==> src/sv/urb_pkg.sv <==
// urb_pkg: shared types and constants of the ultrasonic range bar controller
// no dependencies; used by every module of the block
`default_nettype none

package urb_pkg;

    localparam int ECHO_COUNT_BITS  = 16;
    localparam int PAUSE_COUNT_BITS = 20;
    localparam int SCALE_BITS       = 16;
    localparam int FRAC_BITS        = 16;
    localparam int PROD_BITS        = ECHO_COUNT_BITS + SCALE_BITS;
    localparam int DIST_BITS        = 8;
    localparam int BAR_BITS         = 4;
    localparam int APB_ADDR_BITS    = 5;
    localparam int APB_DATA_BITS    = 32;
    localparam int IN_TDATA_BITS    = 8;
    localparam int OUT_TDATA_BITS   = 16;

    // register indexes (byte address is 4 * index)
    localparam logic [2:0] REG_TRIGGER_TICKS = 3'd0;
    localparam logic [2:0] REG_PAUSE_TICKS   = 3'd1;
    localparam logic [2:0] REG_SCALE_Q16     = 3'd2;
    localparam logic [2:0] REG_LEVEL_ONE     = 3'd3;
    localparam logic [2:0] REG_LEVEL_TWO     = 3'd4;
    localparam logic [2:0] REG_LEVEL_THREE   = 3'd5;
    localparam logic [2:0] REG_LEVEL_FOUR    = 3'd6;

    // thermometer bar codes
    localparam logic [BAR_BITS-1:0] BAR_OFF   = 4'b0000;
    localparam logic [BAR_BITS-1:0] BAR_ONE   = 4'b0001;
    localparam logic [BAR_BITS-1:0] BAR_TWO   = 4'b0011;
    localparam logic [BAR_BITS-1:0] BAR_THREE = 4'b0111;
    localparam logic [BAR_BITS-1:0] BAR_FOUR  = 4'b1111;

    typedef enum logic [1:0] {
        PH_TRIGGER = 2'd0,
        PH_WAIT    = 2'd1,
        PH_COUNT   = 2'd2,
        PH_PAUSE   = 2'd3
    } phase_t;

    typedef struct packed {
        logic [9:0]            trigger_ticks;
        logic [19:0]           pause_ticks;
        logic [SCALE_BITS-1:0] scale_q16;
        logic [DIST_BITS-1:0]  level_one_cm;
        logic [DIST_BITS-1:0]  level_two_cm;
        logic [DIST_BITS-1:0]  level_three_cm;
        logic [DIST_BITS-1:0]  level_four_cm;
    } cfg_t;

    // transaction held between the phase stage and the output stage
    typedef struct packed {
        logic                 trig;
        logic                 meas;
        logic [PROD_BITS-1:0] prod;
    } stage_t;

endpackage

`default_nettype wire

==> src/sv/urb_cfg_regs.sv <==
// urb_cfg_regs: apb register file holding the ranging and bar settings
// depends on urb_pkg
`default_nettype none

module urb_cfg_regs (
    input  wire logic                               aclk,
    input  wire logic                               aresetn,
    input  wire logic                               psel,
    input  wire logic                               penable,
    input  wire logic                               pwrite,
    input  wire logic [urb_pkg::APB_ADDR_BITS-1:0]  paddr,
    input  wire logic [urb_pkg::APB_DATA_BITS-1:0]  pwdata,
    output logic      [urb_pkg::APB_DATA_BITS-1:0]  prdata,
    output logic                                    pready,
    output urb_pkg::cfg_t                           cfg
);
    import urb_pkg::*;

    cfg_t       cfg_reg;
    cfg_t       cfg_next;
    logic       wr_en;
    logic [2:0] reg_idx;

    assign pready  = 1'b1;
    assign reg_idx = paddr[4:2];
    assign wr_en   = psel && penable && pwrite && pready;

    always_comb begin
        cfg_next = cfg_reg;
        if (wr_en) begin
            case (reg_idx)
                REG_TRIGGER_TICKS: cfg_next.trigger_ticks  = pwdata[9:0];
                REG_PAUSE_TICKS:   cfg_next.pause_ticks    = pwdata[19:0];
                REG_SCALE_Q16:     cfg_next.scale_q16      = pwdata[SCALE_BITS-1:0];
                REG_LEVEL_ONE:     cfg_next.level_one_cm   = pwdata[DIST_BITS-1:0];
                REG_LEVEL_TWO:     cfg_next.level_two_cm   = pwdata[DIST_BITS-1:0];
                REG_LEVEL_THREE:   cfg_next.level_three_cm = pwdata[DIST_BITS-1:0];
                REG_LEVEL_FOUR:    cfg_next.level_four_cm  = pwdata[DIST_BITS-1:0];
                default: ;
            endcase
        end
    end

    always_comb begin
        case (reg_idx)
            REG_TRIGGER_TICKS: prdata = APB_DATA_BITS'(cfg_reg.trigger_ticks);
            REG_PAUSE_TICKS:   prdata = APB_DATA_BITS'(cfg_reg.pause_ticks);
            REG_SCALE_Q16:     prdata = APB_DATA_BITS'(cfg_reg.scale_q16);
            REG_LEVEL_ONE:     prdata = APB_DATA_BITS'(cfg_reg.level_one_cm);
            REG_LEVEL_TWO:     prdata = APB_DATA_BITS'(cfg_reg.level_two_cm);
            REG_LEVEL_THREE:   prdata = APB_DATA_BITS'(cfg_reg.level_three_cm);
            REG_LEVEL_FOUR:    prdata = APB_DATA_BITS'(cfg_reg.level_four_cm);
            default:           prdata = '0;
        endcase
    end

    always_ff @(posedge aclk) begin
        if (!aresetn) begin
            cfg_reg.trigger_ticks  <= 10'd10;
            cfg_reg.pause_ticks    <= 20'd100000;
            cfg_reg.scale_q16      <= 16'd1114;
            cfg_reg.level_one_cm   <= 8'd5;
            cfg_reg.level_two_cm   <= 8'd10;
            cfg_reg.level_three_cm <= 8'd15;
            cfg_reg.level_four_cm  <= 8'd20;
        end else begin
            cfg_reg <= cfg_next;
        end
    end

    assign cfg = cfg_reg;

endmodule

`default_nettype wire

==> src/sv/urb_phase_fsm.sv <==
// urb_phase_fsm: trigger / wait / count / pause sequencer, one tick per transaction,
// registers the echo product for the output stage; depends on urb_pkg
`default_nettype none

module urb_phase_fsm (
    input  wire logic          aclk,
    input  wire logic          aresetn,
    input  urb_pkg::cfg_t      cfg,
    input  wire logic          in_valid,
    output logic               in_ready,
    input  wire logic          echo,
    input  wire logic          out_take,
    output logic               st_valid,
    output urb_pkg::stage_t    st
);
    import urb_pkg::*;

    phase_t                      phase_reg;
    phase_t                      phase_next;
    logic [PAUSE_COUNT_BITS-1:0] phase_count_reg;
    logic [PAUSE_COUNT_BITS-1:0] phase_count_next;
    logic [PAUSE_COUNT_BITS-1:0] trig_inc;
    logic [ECHO_COUNT_BITS-1:0]  echo_count_reg;
    logic [ECHO_COUNT_BITS-1:0]  echo_count_next;
    logic [PAUSE_COUNT_BITS-1:0] trig_cmp;
    logic [PAUSE_COUNT_BITS-1:0] pause_cmp;
    logic [PROD_BITS-1:0]        prod;
    logic                        st_valid_reg;
    logic                        st_valid_next;
    stage_t                      st_reg;
    stage_t                      st_next;
    logic                        acc;

    assign in_ready = !st_valid_reg || out_take;
    assign acc      = in_valid && in_ready;

    // thresholds as the phase counter sees them
    assign trig_cmp  = PAUSE_COUNT_BITS'(cfg.trigger_ticks);
    assign pause_cmp = PAUSE_COUNT_BITS'(cfg.pause_ticks);
    assign prod      = echo_count_reg * cfg.scale_q16;

    always_comb begin
        phase_next       = phase_reg;
        phase_count_next = phase_count_reg;
        echo_count_next  = echo_count_reg;
        trig_inc         = '0;
        st_next          = st_reg;
        st_next.trig     = 1'b0;
        st_next.meas     = 1'b0;
        st_next.prod     = prod;

        // pause end falls straight through into the first trigger tick
        if (phase_next == PH_PAUSE) begin
            if (phase_count_next >= pause_cmp) begin
                phase_next       = PH_TRIGGER;
                phase_count_next = '0;
                echo_count_next  = '0;
            end else begin
                phase_count_next = phase_count_next + 1'b1;
            end
        end

        case (phase_next)
            PH_TRIGGER: begin
                st_next.trig = 1'b1;
                trig_inc     = phase_count_next + 1'b1;
                if (trig_inc >= trig_cmp) begin
                    phase_next       = PH_WAIT;
                    phase_count_next = '0;
                    echo_count_next  = '0;
                end else begin
                    phase_count_next = trig_inc;
                end
            end
            PH_WAIT: begin
                if (echo) begin
                    echo_count_next = ECHO_COUNT_BITS'(1);
                    phase_next      = PH_COUNT;
                end
            end
            PH_COUNT: begin
                if (echo) begin
                    echo_count_next = echo_count_reg + 1'b1;
                end else begin
                    st_next.meas     = 1'b1;
                    phase_next       = PH_PAUSE;
                    phase_count_next = '0;
                end
            end
            default: ;
        endcase

        if (acc) begin
            st_valid_next = 1'b1;
        end else if (out_take) begin
            st_valid_next = 1'b0;
        end else begin
            st_valid_next = st_valid_reg;
        end
    end

    always_ff @(posedge aclk) begin
        if (!aresetn) begin
            phase_reg       <= PH_TRIGGER;
            phase_count_reg <= '0;
            echo_count_reg  <= '0;
            st_valid_reg    <= 1'b0;
        end else begin
            st_valid_reg <= st_valid_next;
            if (acc) begin
                phase_reg       <= phase_next;
                phase_count_reg <= phase_count_next;
                echo_count_reg  <= echo_count_next;
            end
        end
    end

    always_ff @(posedge aclk) begin
        if (acc) begin
            st_reg <= st_next;
        end
    end

    assign st_valid = st_valid_reg;
    assign st       = st_reg;

    // echo fall in the count phase starts a measurement and the pause
    a_meas_on_fall: assert property (@(posedge aclk) disable iff (!aresetn)
        (acc && phase_reg == PH_COUNT && !echo) |=>
            (phase_reg == PH_PAUSE && st_valid_reg && st_reg.meas))
        else $error("echo fall did not start a measurement");

    // no trigger while waiting for or timing the echo
    a_no_trig_echo: assert property (@(posedge aclk) disable iff (!aresetn)
        (acc && (phase_reg == PH_WAIT || phase_reg == PH_COUNT)) |=> !st_reg.trig)
        else $error("trigger driven during echo phases");

    // sequencer state moves only on an accepted tick
    a_hold_idle: assert property (@(posedge aclk) disable iff (!aresetn)
        !acc |=> ($stable(phase_reg) && $stable(phase_count_reg) && $stable(echo_count_reg)))
        else $error("sequencer state changed without a transaction");

    // a measurement only ever comes out of the count phase
    a_meas_src: assert property (@(posedge aclk) disable iff (!aresetn)
        (acc && phase_reg != PH_COUNT) |=> !st_reg.meas)
        else $error("measurement outside the count phase");

endmodule

`default_nettype wire

==> src/sv/urb_bar_out.sv <==
// urb_bar_out: distance saturation, bar thresholds and the output register
// depends on urb_pkg
`default_nettype none

module urb_bar_out (
    input  wire logic                              aclk,
    input  wire logic                              aresetn,
    input  urb_pkg::cfg_t                          cfg,
    input  wire logic                              st_valid,
    input  urb_pkg::stage_t                        st,
    output logic                                   out_take,
    input  wire logic                              m_tready,
    output logic                                   m_tvalid,
    output logic                                   m_trigger,
    output logic      [urb_pkg::BAR_BITS-1:0]      m_bar,
    output logic      [urb_pkg::DIST_BITS-1:0]     m_distance,
    output logic                                   m_dist_valid
);
    import urb_pkg::*;

    logic [ECHO_COUNT_BITS-1:0] dist_full;
    logic [DIST_BITS-1:0]       dist_sat;
    logic [BAR_BITS-1:0]        bar_new;
    logic                       load;

    logic                       m_valid_reg;
    logic                       m_valid_next;
    logic                       m_trig_reg;
    logic                       m_dvalid_reg;
    logic [BAR_BITS-1:0]        bar_latch_reg;
    logic [BAR_BITS-1:0]        bar_latch_next;
    logic [DIST_BITS-1:0]       dist_latch_reg;
    logic [DIST_BITS-1:0]       dist_latch_next;

    assign out_take = !m_valid_reg || m_tready;
    assign load     = st_valid && out_take;

    // drop the q16 fraction, clip to 8 bits
    assign dist_full = st.prod[PROD_BITS-1:FRAC_BITS];
    assign dist_sat  = (dist_full > ECHO_COUNT_BITS'(255)) ? DIST_BITS'(255)
                                                          : dist_full[DIST_BITS-1:0];

    always_comb begin
        if (dist_sat <= cfg.level_one_cm) begin
            bar_new = BAR_ONE;
        end else if (dist_sat <= cfg.level_two_cm) begin
            bar_new = BAR_TWO;
        end else if (dist_sat <= cfg.level_three_cm) begin
            bar_new = BAR_THREE;
        end else if (dist_sat <= cfg.level_four_cm) begin
            bar_new = BAR_FOUR;
        end else begin
            bar_new = BAR_OFF;
        end
    end

    always_comb begin
        bar_latch_next  = bar_latch_reg;
        dist_latch_next = dist_latch_reg;
        if (load && st.meas) begin
            bar_latch_next  = bar_new;
            dist_latch_next = dist_sat;
        end
        m_valid_next = out_take ? st_valid : m_valid_reg;
    end

    always_ff @(posedge aclk) begin
        if (!aresetn) begin
            m_valid_reg    <= 1'b0;
            bar_latch_reg  <= BAR_OFF;
            dist_latch_reg <= '0;
        end else begin
            m_valid_reg    <= m_valid_next;
            bar_latch_reg  <= bar_latch_next;
            dist_latch_reg <= dist_latch_next;
        end
    end

    always_ff @(posedge aclk) begin
        if (load) begin
            m_trig_reg   <= st.trig;
            m_dvalid_reg <= st.meas;
        end
    end

    assign m_tvalid     = m_valid_reg;
    assign m_trigger    = m_trig_reg;
    assign m_bar        = bar_latch_reg;
    assign m_distance   = dist_latch_reg;
    assign m_dist_valid = m_dvalid_reg;

endmodule

`default_nettype wire

==> src/sv/ultrasonic_range_bar_controller.sv <==
// ultrasonic_range_bar_controller: top level of the echo ranging and led bar block
// depends on urb_pkg, urb_cfg_regs, urb_phase_fsm, urb_bar_out
`default_nettype none

// Each input transaction is one 1 us tick carrying the sampled echo level, and each
// one yields exactly one output transaction with the trigger pin level for that tick,
// the current bar and distance latches, and a flag on the tick a new distance was
// measured. The block takes one tick per clock cycle, sustained, as long as the
// receiver keeps m_tready high, and each accepted tick is registered stage by stage:
// the first stage runs the phase sequencer and the 16x16 echo-count times scale
// multiply, the second clips the distance to 255 cm and compares it against the four
// thresholds. That multiply and the threshold compare chain set the clock period.
// There is no echo timeout; with no echo the sequencer waits in the wait phase for
// ever. Registers must be written over apb only while the stream is idle, by the
// user; the block itself does not enforce this.

module ultrasonic_range_bar_controller (
    input  wire logic                                  aclk,
    input  wire logic                                  aresetn,
    // input stream, s_tdata: echo [0], zero fill above
    input  wire logic                                  s_tvalid,
    output logic                                       s_tready,
    input  wire logic [urb_pkg::IN_TDATA_BITS-1:0]     s_tdata,
    // result stream, m_tdata: trigger [0], bar [4:1], distance_cm [12:5], zeros above
    output logic                                       m_tvalid,
    input  wire logic                                  m_tready,
    output logic      [urb_pkg::OUT_TDATA_BITS-1:0]    m_tdata,
    // m_tuser: distance_valid [0]
    output logic                                       m_tuser,
    // configuration port
    input  wire logic                                  psel,
    input  wire logic                                  penable,
    input  wire logic                                  pwrite,
    input  wire logic [urb_pkg::APB_ADDR_BITS-1:0]     paddr,
    input  wire logic [urb_pkg::APB_DATA_BITS-1:0]     pwdata,
    output logic      [urb_pkg::APB_DATA_BITS-1:0]     prdata,
    output logic                                       pready
);
    import urb_pkg::*;

    cfg_t                 cfg;
    stage_t               st;
    logic                 st_valid;
    logic                 out_take;
    logic                 m_trigger;
    logic [BAR_BITS-1:0]  m_bar;
    logic [DIST_BITS-1:0] m_distance;
    logic                 m_dist_valid;

    // settings registers
    urb_cfg_regs u_cfg (
        .aclk    (aclk),
        .aresetn (aresetn),
        .psel    (psel),
        .penable (penable),
        .pwrite  (pwrite),
        .paddr   (paddr),
        .pwdata  (pwdata),
        .prdata  (prdata),
        .pready  (pready),
        .cfg     (cfg)
    );

    // phase sequencer and echo product register
    urb_phase_fsm u_fsm (
        .aclk     (aclk),
        .aresetn  (aresetn),
        .cfg      (cfg),
        .in_valid (s_tvalid),
        .in_ready (s_tready),
        .echo     (s_tdata[0]),
        .out_take (out_take),
        .st_valid (st_valid),
        .st       (st)
    );

    // distance clip, bar code and result register
    urb_bar_out u_out (
        .aclk         (aclk),
        .aresetn      (aresetn),
        .cfg          (cfg),
        .st_valid     (st_valid),
        .st           (st),
        .out_take     (out_take),
        .m_tready     (m_tready),
        .m_tvalid     (m_tvalid),
        .m_trigger    (m_trigger),
        .m_bar        (m_bar),
        .m_distance   (m_distance),
        .m_dist_valid (m_dist_valid)
    );

    // pack the result fields, lowest field first
    assign m_tdata = {3'b000, m_distance, m_bar, m_trigger};
    assign m_tuser = m_dist_valid;

endmodule

`default_nettype wire

==> config.mk <==
export PLATFORM = sky130hd
export DESIGN_NAME = ultrasonic_range_bar_controller
export DESIGN_NICKNAME = d
export VERILOG_FILES = /design/src/sv/urb_pkg.sv /design/src/sv/urb_cfg_regs.sv /design/src/sv/urb_phase_fsm.sv /design/src/sv/urb_bar_out.sv /design/src/sv/ultrasonic_range_bar_controller.sv
export SDC_FILE = /design/constraint.sdc
export NUM_CORES = 1
export LEC_CHECK = 0
export BUFFER_PORTS_ARGS = -buffer_cell sky130_fd_sc_hd__buf_4
export CORE_ASPECT_RATIO = 0.6
export CORE_MARGIN = 2
export CORE_UTILIZATION = 45
export CTS_CLUSTER_DIAMETER = 60
export DETAILED_ROUTE_END_ITERATION = 7
export PLACE_DENSITY = 0.72
export SETUP_SLACK_MARGIN = 0.4
export SYNTH_ARGS = -nofsm -noshare
export SYNTH_HDL_FRONTEND = slang
export SYNTH_SLANG_ARGS = --single-unit
==> constraint.sdc <==
create_clock -name aclk -period 11.58 [get_ports aclk]
set_input_delay 1.158 -clock aclk [delete_from_list [all_inputs] [get_ports aclk]]
set_output_delay 1.158 -clock aclk [all_outputs]
set_load 0.005 [all_outputs]
# Yosys cells after proc, flatten, opt, wreduce, memory -nomap -nowiden
# Cells that the tools add are included.
# Widths: inputs -> output; s select.
# word_totals
regBits	166
# classes
addsub	3
eq_ne	9
mul	1
order_cmp	7
n_mux	27
n_reduce_logical	19
# op_table
operator	n
$pmux 20 s7	1
$mux 16	5
$mux 20	4
$pmux 16 s3	1
$add 20x1->20 const B	2
$pmux 20 s2	1
$le 8x8->1	4
$mul 16x16->32	1
$ge 20x10->1	1
$ge 20x20->1	1
$add 16x1->16 const B	1
$gt 16x8->1 const B	1
$mux 4	4
$reduce_and 2->1	7
$mux 2	5
$eq 3x3->1 const B	3
$mux 8	1
$eq 3x2->1 const B	2
$pmux 2 s3	1
$logic_and 1x1->1	5
$eq 2x2->1 const B	2
$mux 1	4
$eq 3x1->1 const B	1
$logic_not 3->1	1
other kinds (5)	7

# Depth between registers and ports, before layout
# Gate-level depths: netlist (run 1).
# logic_depth
word_depth	7
ltp_mapped	26
depth_no_buf	24

# Modules after synthesis
# From an unflattened synthesis (run 1), not the netlist that was laid out.
# hier_totals
cells_unflattened	2160
area_unflattened_um2	18554.0
# by_module_without_submodules
module	area_per_inst_um2	instances	seq_area_each_um2	cells_each
urb_phase_fsm	13382.8	1	1801.7	1571
urb_cfg_regs	3722.3	1	1561.5	403
urb_bar_out	1415.1	1	320.3	181
ultrasonic_range_bar_controller	33.8	1	0.0	5

# Least setup slack after synthesis (run 1)
# No wires, ideal clock.
# synth_timing
kind	register to register
from	register u_fsm.echo_count_reg[5]
to	register u_fsm.st_reg (netlist bit u_fsm.st[30]), data pin
n_path_buf	2
t_arrival_ps	6429
path_slack_ps	4957
t_required_ps	11385
period_less_slack_ps	6623
path_stages_with_launch	24
path_cell_list	dfxtp_1 -> clkbuf_1 -> clkbuf_1 -> nand2_1 -> fa_1 -> inv_1 -> fa_1 -> inv_1 -> fa_1 -> fa_1 -> inv_1 -> fa_1 -> fa_1 -> ha_1 -> a21o_1 -> a211oi_1 -> nor2_1 -> a311o_1 -> a21o_1 -> nor3b_1 -> o41a_1 -> o21ai_0 -> nand2_1 -> o311ai_0
# synth_via
elab_chain_len	1
# synth_lines
element	line	rtl
start: declaration	urb_phase_fsm.sv:23	logic [ECHO_COUNT_BITS-1:0] echo_count_reg;
start signal: assignment	urb_phase_fsm.sv:113	echo_count_reg <= echo_count_next;
$mul 16x16->32	urb_phase_fsm.sv:40	assign prod = echo_count_reg * cfg.scale_q16;
net u_fsm.prod[30]	urb_phase_fsm.sv:27	logic [PROD_BITS-1:0] prod;
end signal: assignment	urb_phase_fsm.sv:120	st_reg <= st_next;
end: declaration	urb_phase_fsm.sv:30	stage_t st_reg;
# The timed path passes the listed nets, and every way through them passes these cells.
# A chain may end at the register's enable or synchronous reset.

# Worst setup path in the final report (run 1)
# layout_timing
from	register u_cfg.cfg_reg (netlist bit u_cfg.cfg[37])
to	register u_fsm.st_reg (netlist bit u_fsm.st[30]), data pin
# layout_via
elab_chain_len	1
# layout_lines
element	line	rtl
start: declaration	urb_cfg_regs.sv:19	cfg_t cfg_reg;
start signal: assignment	urb_cfg_regs.sv:67	cfg_reg <= cfg_next;
$mul 16x16->32	urb_phase_fsm.sv:40	
net u_fsm.prod[30]	urb_phase_fsm.sv:27	
# The timed path passes the listed nets, and every way through them passes these cells.

==> qor.txt, run 1 <==
status -> complete, no violations
grt ovf -> 0
post-synth top area share -> 0.2238
Final nets -> 2474
CTS resizes -> 0
DIE HEIGHT -> 155.7 um
most common cell in the netlist -> nand2_1
CP max FO -> 18
Post-synth top flop -> dfxtp_1
area leader, netlist -> fa_1
GR Util All Layers -> 0.2512
post-route DRC violation count -> 0
Gate Count Post-Synth -> 2092
r2r worst-path depth -> 21
pwr/cell area -> 68.38 mW/mm2
hold endpoint -> u_out.m_trigger
total CTS buffers -> 17
CP peak stage delay -> 0.95 ns
CTS tree -> done
hold_buf cts -> 0
Fin Hold WS -> 0.4259 ns
final worst path period need -> 7.471 ns
wire length per cell -> 18.90 um
Pleak -> 8.512 nW
Synth top cells by count -> nand2_1 (333), inv_1 (298), fa_1 (193)
number of flops mapped to enable cells by yosys -> 20
Root Buffer -> clkbuf_16
Yosys cell types -> 80
skew final -> 0.01452 ns
Finished Cell Area -> 0.01852 mm2
worst hold path depth -> 0
# IOs -> 104
largest net degree at the start of global routing -> 83
critical path's most frequent cell -> fa_1
sequential share of the synthesized area -> 0.1855
share of cells above drive strength 1 -> 0.06599
Diodes inserted -> 0
Starting DRT DRC Count -> 1546
Async SR Flop Fraction -> 0
WS Path Type -> reg -> reg
final setup violation count -> 0
peak supply drop -> 0.09163 mV
H-tree depth -> 4
max reg flops -> 78
# port buffers -> 66
hold_sp -> u_fsm.st[33]
GPL Wtd Cong -> 0.9380
crit end category -> flop
final wirelength -> 48.94 mm
Routed Antenna Nets -> 0
number of global-route vias before repair -> 14584
Synth Register Bits -> 150
Worst EP required -> 11.84 ns
DRT Pass-1 Iters -> 5
fill cell total of the finished layout -> 3570
layout overhead on the synthesized area -> 7.284%
RSZ-0062 raised after global routing -> false
Fin. Hold Viols -> 0
Core Area -> 0.03778 mm2
clk slew on worst S/H paths -> 0.07 ns
DR vias -> 14762
CP startpoint -> u_cfg.cfg[37]
fin crit share -> 0.6451
critical path launch point type -> flop
post-synthesis cell area -> 0.01726 mm2
post-DP HPWL -> 36.91 mm
syn avg cell area -> 8.252 um2
clk buf depth -> 2
Min-Delay Path Class -> reg -> reg
reg2reg end -> u_fsm.st[30]
critical path's slowest cell -> dfxtp_1
area post-placement -> 0.01794 mm2
Finished Layout Cells -> 2589
R2R Path Start -> u_cfg.cfg[37]
first-pass GRT wire length -> 79.16 mm
Worst Max-Slew Pin Slew -> 1.233 ns
setup TNS -> 0 ns
CTS sink cnt -> 150
number of max-cap violations -> 0
R2R Setup Slk -> 4.11 ns
Die X -> 256.9 um
placed insts -> 2557
Slew Limit Fails -> 0
WP data arrival -> 7.73 ns
critical path, cell by cell -> nand2_1 > fa_1 > inv_1 > fa_1 > inv_1 > fa_1 > fa_1 > inv_1 > fa_1 > fa_1 > ha_1 > a21o_1 > a211oi_1 > nor2_1 > a311o_1 > a21o_1 > nor3b_1 > o41a_1 > o21ai_0 > nand2_1 > o311ai_0
# rows -> 55
Worst slew margin -> 0.1751
initial antenna violation count -> 0
Pwr Total -> 1.266 mW
total number of yosys warnings -> 0
top cells by area, synth -> fa_1 (22%), dfxtp_1 (15%), ha_1 (12%)
Vias per Instance -> 5.702
Fmax -> 133.9 MHz
initial core utilization -> 0.4570
die area -> 0.04000 mm2
worst skew pair latency -> 0.46 ns
postcts setup bufs -> 0
==> final cells by class <==
cell class	count	area, um2	share of cell area
Timing Repair Buffer	77	578.1	0.03121
Sequential cell	150	3203	0.1729
Clock buffer	19	452.9	0.02445
Inverter	300	1126	0.06080
Tap cell	513	641.9	0.03466
Clock inverter	13	125.1	0.006755
Multi-Input combinational cell	1517	12390	0.6692
==> how the worst max path moves through the flow <==
stage | to | slack [ns]
floorplan | u_fsm.st[30] | 4.96
global placement | u_fsm.st[30] | 4.35
detailed placement | u_fsm.st[30] | 4.22
CTS | u_fsm.st[30] | 4.21
global route | u_fsm.st[30] | 3.91
finish | u_fsm.st[30] | 4.11
==> worst max-delay path: cells and delay by family, from the launching register on <==
| kind | cells | cell delay [ns] |
|---|---|---|
| fa+ha+maj | 7 | 3.38 |
| simple gates | 4 | 0.56 |
| flops | 1 | 0.95 |
| buf+inv | 3 | 0.19 |
| compound gates | 7 | 2.16 |
==> metrics by stage <==
stage	util	setup WS, ns
3_3_place_gp	0.4749	4.346
3_5_place_dp	0.4749	4.224
4_1_cts	0.4902	4.213
6_report	0.4902	4.109
2_1_floorplan	-	4.957
5_1_grt	0.4902	3.907
==> power breakdown <==
part | internal, mW | leakage, nW | switching [mW]
Combinational | 0.0517 | 6.97 | 0.0942
Clock | 0.297 | 0.290 | 0.270
Sequential | 0.537 | 1.26 | 0.0167
Total | 0.885 | 8.51 | 0.381
==> layout by cell type, fill, tap and decap left out, types with 43 or more instances in the layout <==
cell     instances
dfxtp_1        130
o21ai_0         59
nor2_1         109
fa_1           193
nand3_1         45
a21oi_1        113
buf_4           77
and2_1         100
inv_1          297
ha_1           166
mux2i_1         43
nand2_1        333
==> metal layers <==
metal	track usage	wire length, um	up-vias
met5	0	0	-
met4	0.05343	690	0
li1	-	-	6746
met1	0.3738	22500	7239
met3	0.07716	5791	63
met2	0.3548	19950	714
==> kinds of logic (layout without fill, tap and decap cells) <==
group | after synthesis | count (layout) | share of synthesized area
AOI/OAI and AO/OA | 338 | 338 | 0.1264
xor gates and xnor gates | 37 | 37 | 0.01921
adders and majority gates | 359 | 359 | 0.3441
buffers and inverters | 439 | 409 | 0.1008
DFF | 150 | 150 | 0.1855
muxes | 45 | 45 | 0.02689
other | 2 | 16 | 0.0004350
and+or+nand+nor | 722 | 722 | 0.1966
No activity file was read; power rests on OpenSTA's default activity.
==> run 2: changes to the inputs <==
==> constraint.sdc (replaced) <==
create_clock -name aclk -period 7.8 [get_ports aclk]
set_input_delay 0.78 -clock aclk [delete_from_list [all_inputs] [get_ports aclk]]
set_output_delay 0.78 -clock aclk [all_outputs]
set_load 0.005 [all_outputs]
==> run 2 against run 1 <==
Count of clock-buffer cells in the layout is 1 higher. Hold slack better by 0.0016 ns. Sequential power up 49%. Highest routed layer unchanged. Non-clock buffer count up 23. Largest power group unchanged.
==> qor.txt, run 2 (synthesis results as in run 1) <==
status -> complete, no violations
initial core utilization -> 0.4570 (unchanged)
final setup violation count -> 0 (unchanged)
Worst Max-Slew Pin Slew -> 1.199 ns (-0.03341 ns)
Diodes inserted -> 0 (unchanged)
most frequent cells in the layout -> nand2_1 (333), inv_1 (297), fa_1 (193), ha_1 (166), dfxtp_1 (114)
Worst slew margin -> 0.1974 (+0.02236)
clk slew on worst S/H paths -> 0.07 ns (about the same)
grt ovf -> 0 (unchanged)
Vias per Instance -> 5.640 (-1.1%)
critical path, cell by cell -> nand2_1 > fa_1 > fa_1 > inv_1 > fa_1 > inv_1 > fa_1 > fa_1 > inv_1 > fa_1 > ha_1 > a21o_1 > a21o_1 > a21oi_1 > nand2_1 > a21o_1 > nor3b_1 > o41a_1 > o21ai_0 > nand2_1 > o311ai_0
DIE HEIGHT -> 155.7 um (unchanged)
peak supply drop -> 0.1587 mV (+73%)
commonest non-fill, non-tap cell in the layout -> nand2_1
RSZ-0062 raised after global routing -> false
# port buffers -> 66 (unchanged)
GR Util All Layers -> 0.2496 (-0.001639)
Final nets -> 2497 (+0.93%)
share of cells above drive strength 1 -> 0.08337 (+0.01738)
DRT Pass-1 Iters -> 6 (+1)
clk buf depth -> 2 (unchanged)
initial antenna violation count -> 1 (+1)
WS Path Type -> reg -> reg
Pleak -> 8.628 nW (+1.4%)
Finished Cell Area -> 0.01870 mm2 (+0.97%)
Fmax -> 143.0 MHz (+6.9%)
# IOs -> 104 (unchanged)
WP data arrival -> 7.23 ns (-0.50 ns)
CP peak stage delay -> 0.67 ns (-0.28 ns)
internal cell power -> 1.310 mW (+48%)
critical path launch point type -> flop
CTS sink cnt -> 150 (unchanged)
Die X -> 256.9 um (unchanged)
final wirelength -> 49.11 mm (+0.35%)
layout overhead on the synthesized area -> 8.327%
first-pass GRT wire length -> 78.86 mm (-0.38%)
max reg flops -> 78 (unchanged)
post-route DRC violation count -> 0 (unchanged)
fill cell total of the finished layout -> 3535 (-0.98%)
fin crit share -> 0.8963 (+0.2512)
P_sw -> 560.3 uW (+47%)
post-DP HPWL -> 38.14 mm (+3.4%)
register area -> 0.003223 mm2 (+0.63%)
H-tree depth -> 4 (unchanged)
skew final -> 0.01570 ns (+0.001172 ns)
Root Buffer -> clkbuf_16
setup TNS -> 0 ns (unchanged)
Routed Antenna Nets -> 0 (unchanged)
# rows -> 55 (unchanged)
die area -> 0.04000 mm2 (unchanged)
number of max-cap violations -> 0 (unchanged)
CTS tree -> done
crit end category -> flop
post-placement setup slack -> 0.6440 ns (-3.580 ns)
Pwr Total -> 1.870 mW (+48%)
Core Area -> 0.03778 mm2 (unchanged)
critical path's slowest cell -> dfxtp_1
Seq pwr share -> 0.440 (+0.003)
worst skew pair latency -> 0.46 ns (about the same)
Final WS setup -> 0.8087 ns (-3.301 ns)
hold_buf cts -> 0 (unchanged)
total CTS buffers -> 17 (unchanged)
Worst EP required -> 8.04 ns (-3.80 ns)
final worst path period need -> 6.991 ns (-0.4793 ns)
area post-placement -> 0.01812 mm2 (+0.96%)
area of the multi-input gates -> 0.01239 mm2 (unchanged)
Clock power frac -> 0.444 (-0.004)
Min-Delay Path Class -> reg -> reg
Fin. Hold Viols -> 0 (unchanged)
pwr/cell area -> 100.0 mW/mm2 (+46%)
Comb pwr share -> 0.116 (about the same)
CP max FO -> 11 (-7)
GPL Wtd Cong -> 0.9316 (-0.68%)
number of global-route vias before repair -> 14654 (+0.48%)
largest net degree at the start of global routing -> 74 (-11%)
Slew Limit Fails -> 0 (unchanged)
worst hold path depth -> 0 (unchanged)
wire length per cell -> 18.80 um (-0.54%)
Switching Share -> 0.2996 (-0.001389)
critical path's most frequent cell -> fa_1
Starting DRT DRC Count -> 1471 (-4.9%)
DR vias -> 14731 (-0.21%)
r2r worst-path depth -> 21 (unchanged)
[run 2: cell types whose count changed in the layout (fill, tap and decap cells not counted), sizes merged]
| cell | delta |
|---|---|
| clkinv | +2 |
| clkbuf | +1 |
| buf | +23 |
| inv | -3 |
[run 2: through the flow]
step / utilization / cells / hold slack (ns)
floorplan: - / 2106 / 0.4003
finish: 0.4950 / 2612 / 0.4275
detailed placement: 0.4795 / 2580 / 0.4156
CTS: 0.4945 / 2612 / 0.4322
global route: 0.4950 / 2612 / 0.4563
global placement: 0.4795 / 2580 / 0.4183
[run 2: area by class of cell]
cell class | instances | share of cell area
Clock inverter | 12 | 0.005821
Multi-Input combinational cell | 1517 | 0.6627
Timing Repair Buffer | 100 | 0.04014
Clock buffer | 20 | 0.02442
Tap cell | 513 | 0.03432
Sequential cell | 150 | 0.1723
Inverter | 300 | 0.06021
[run 2: power groups by stage]
stage	Clock [mW]	Combinational (mW)	Sequential, mW
2_1_floorplan	0	0.150	0.824
3_3_place_gp	0	0.203	0.838
3_5_place_dp	0	0.209	0.839
4_1_cts	0.830	0.211	0.821
5_1_grt	0.862	0.234	0.825
6_report	0.830	0.217	0.823
[run 2: per-layer routing]
metal	vias to the layer above	wire, um	track usage
li1	6800	-	-
met1	7164	22450	0.3699
met2	720	20260	0.3575
met3	47	5828	0.07407
met4	0	566	0.04983
met5	-	0	0
[run 2: worst max-delay path, delay by kind of cell, from the launching register on]
family | cells | cell delay [ns]
adder cells (fa/ha/maj) | 7 | 3.46
AO/OA/AOI/OAI | 7 | 1.90
flip-flops | 1 | 0.67
AND/OR/NAND/NOR | 4 | 0.56
buffers and inverters | 3 | 0.18
[run 2: timing repair]
item,CTS,global route
resized for setup,0,16
setup endpoints to repair,0,2
setup buffers,0,0
[run 2: final timing paths]
| path | startpoint | endpoint | slack (ns) |
|---|---|---|---|
| max | u_fsm.echo_count_reg[0] | u_fsm.st[30] | 0.81 |
| min | u_fsm.st[33] | u_out.m_trigger | 0.43 |
| min reg2reg | u_fsm.st[33] | u_out.m_trigger | 0.43 |
| max reg2reg | u_fsm.echo_count_reg[0] | u_fsm.st[30] | 0.81 |
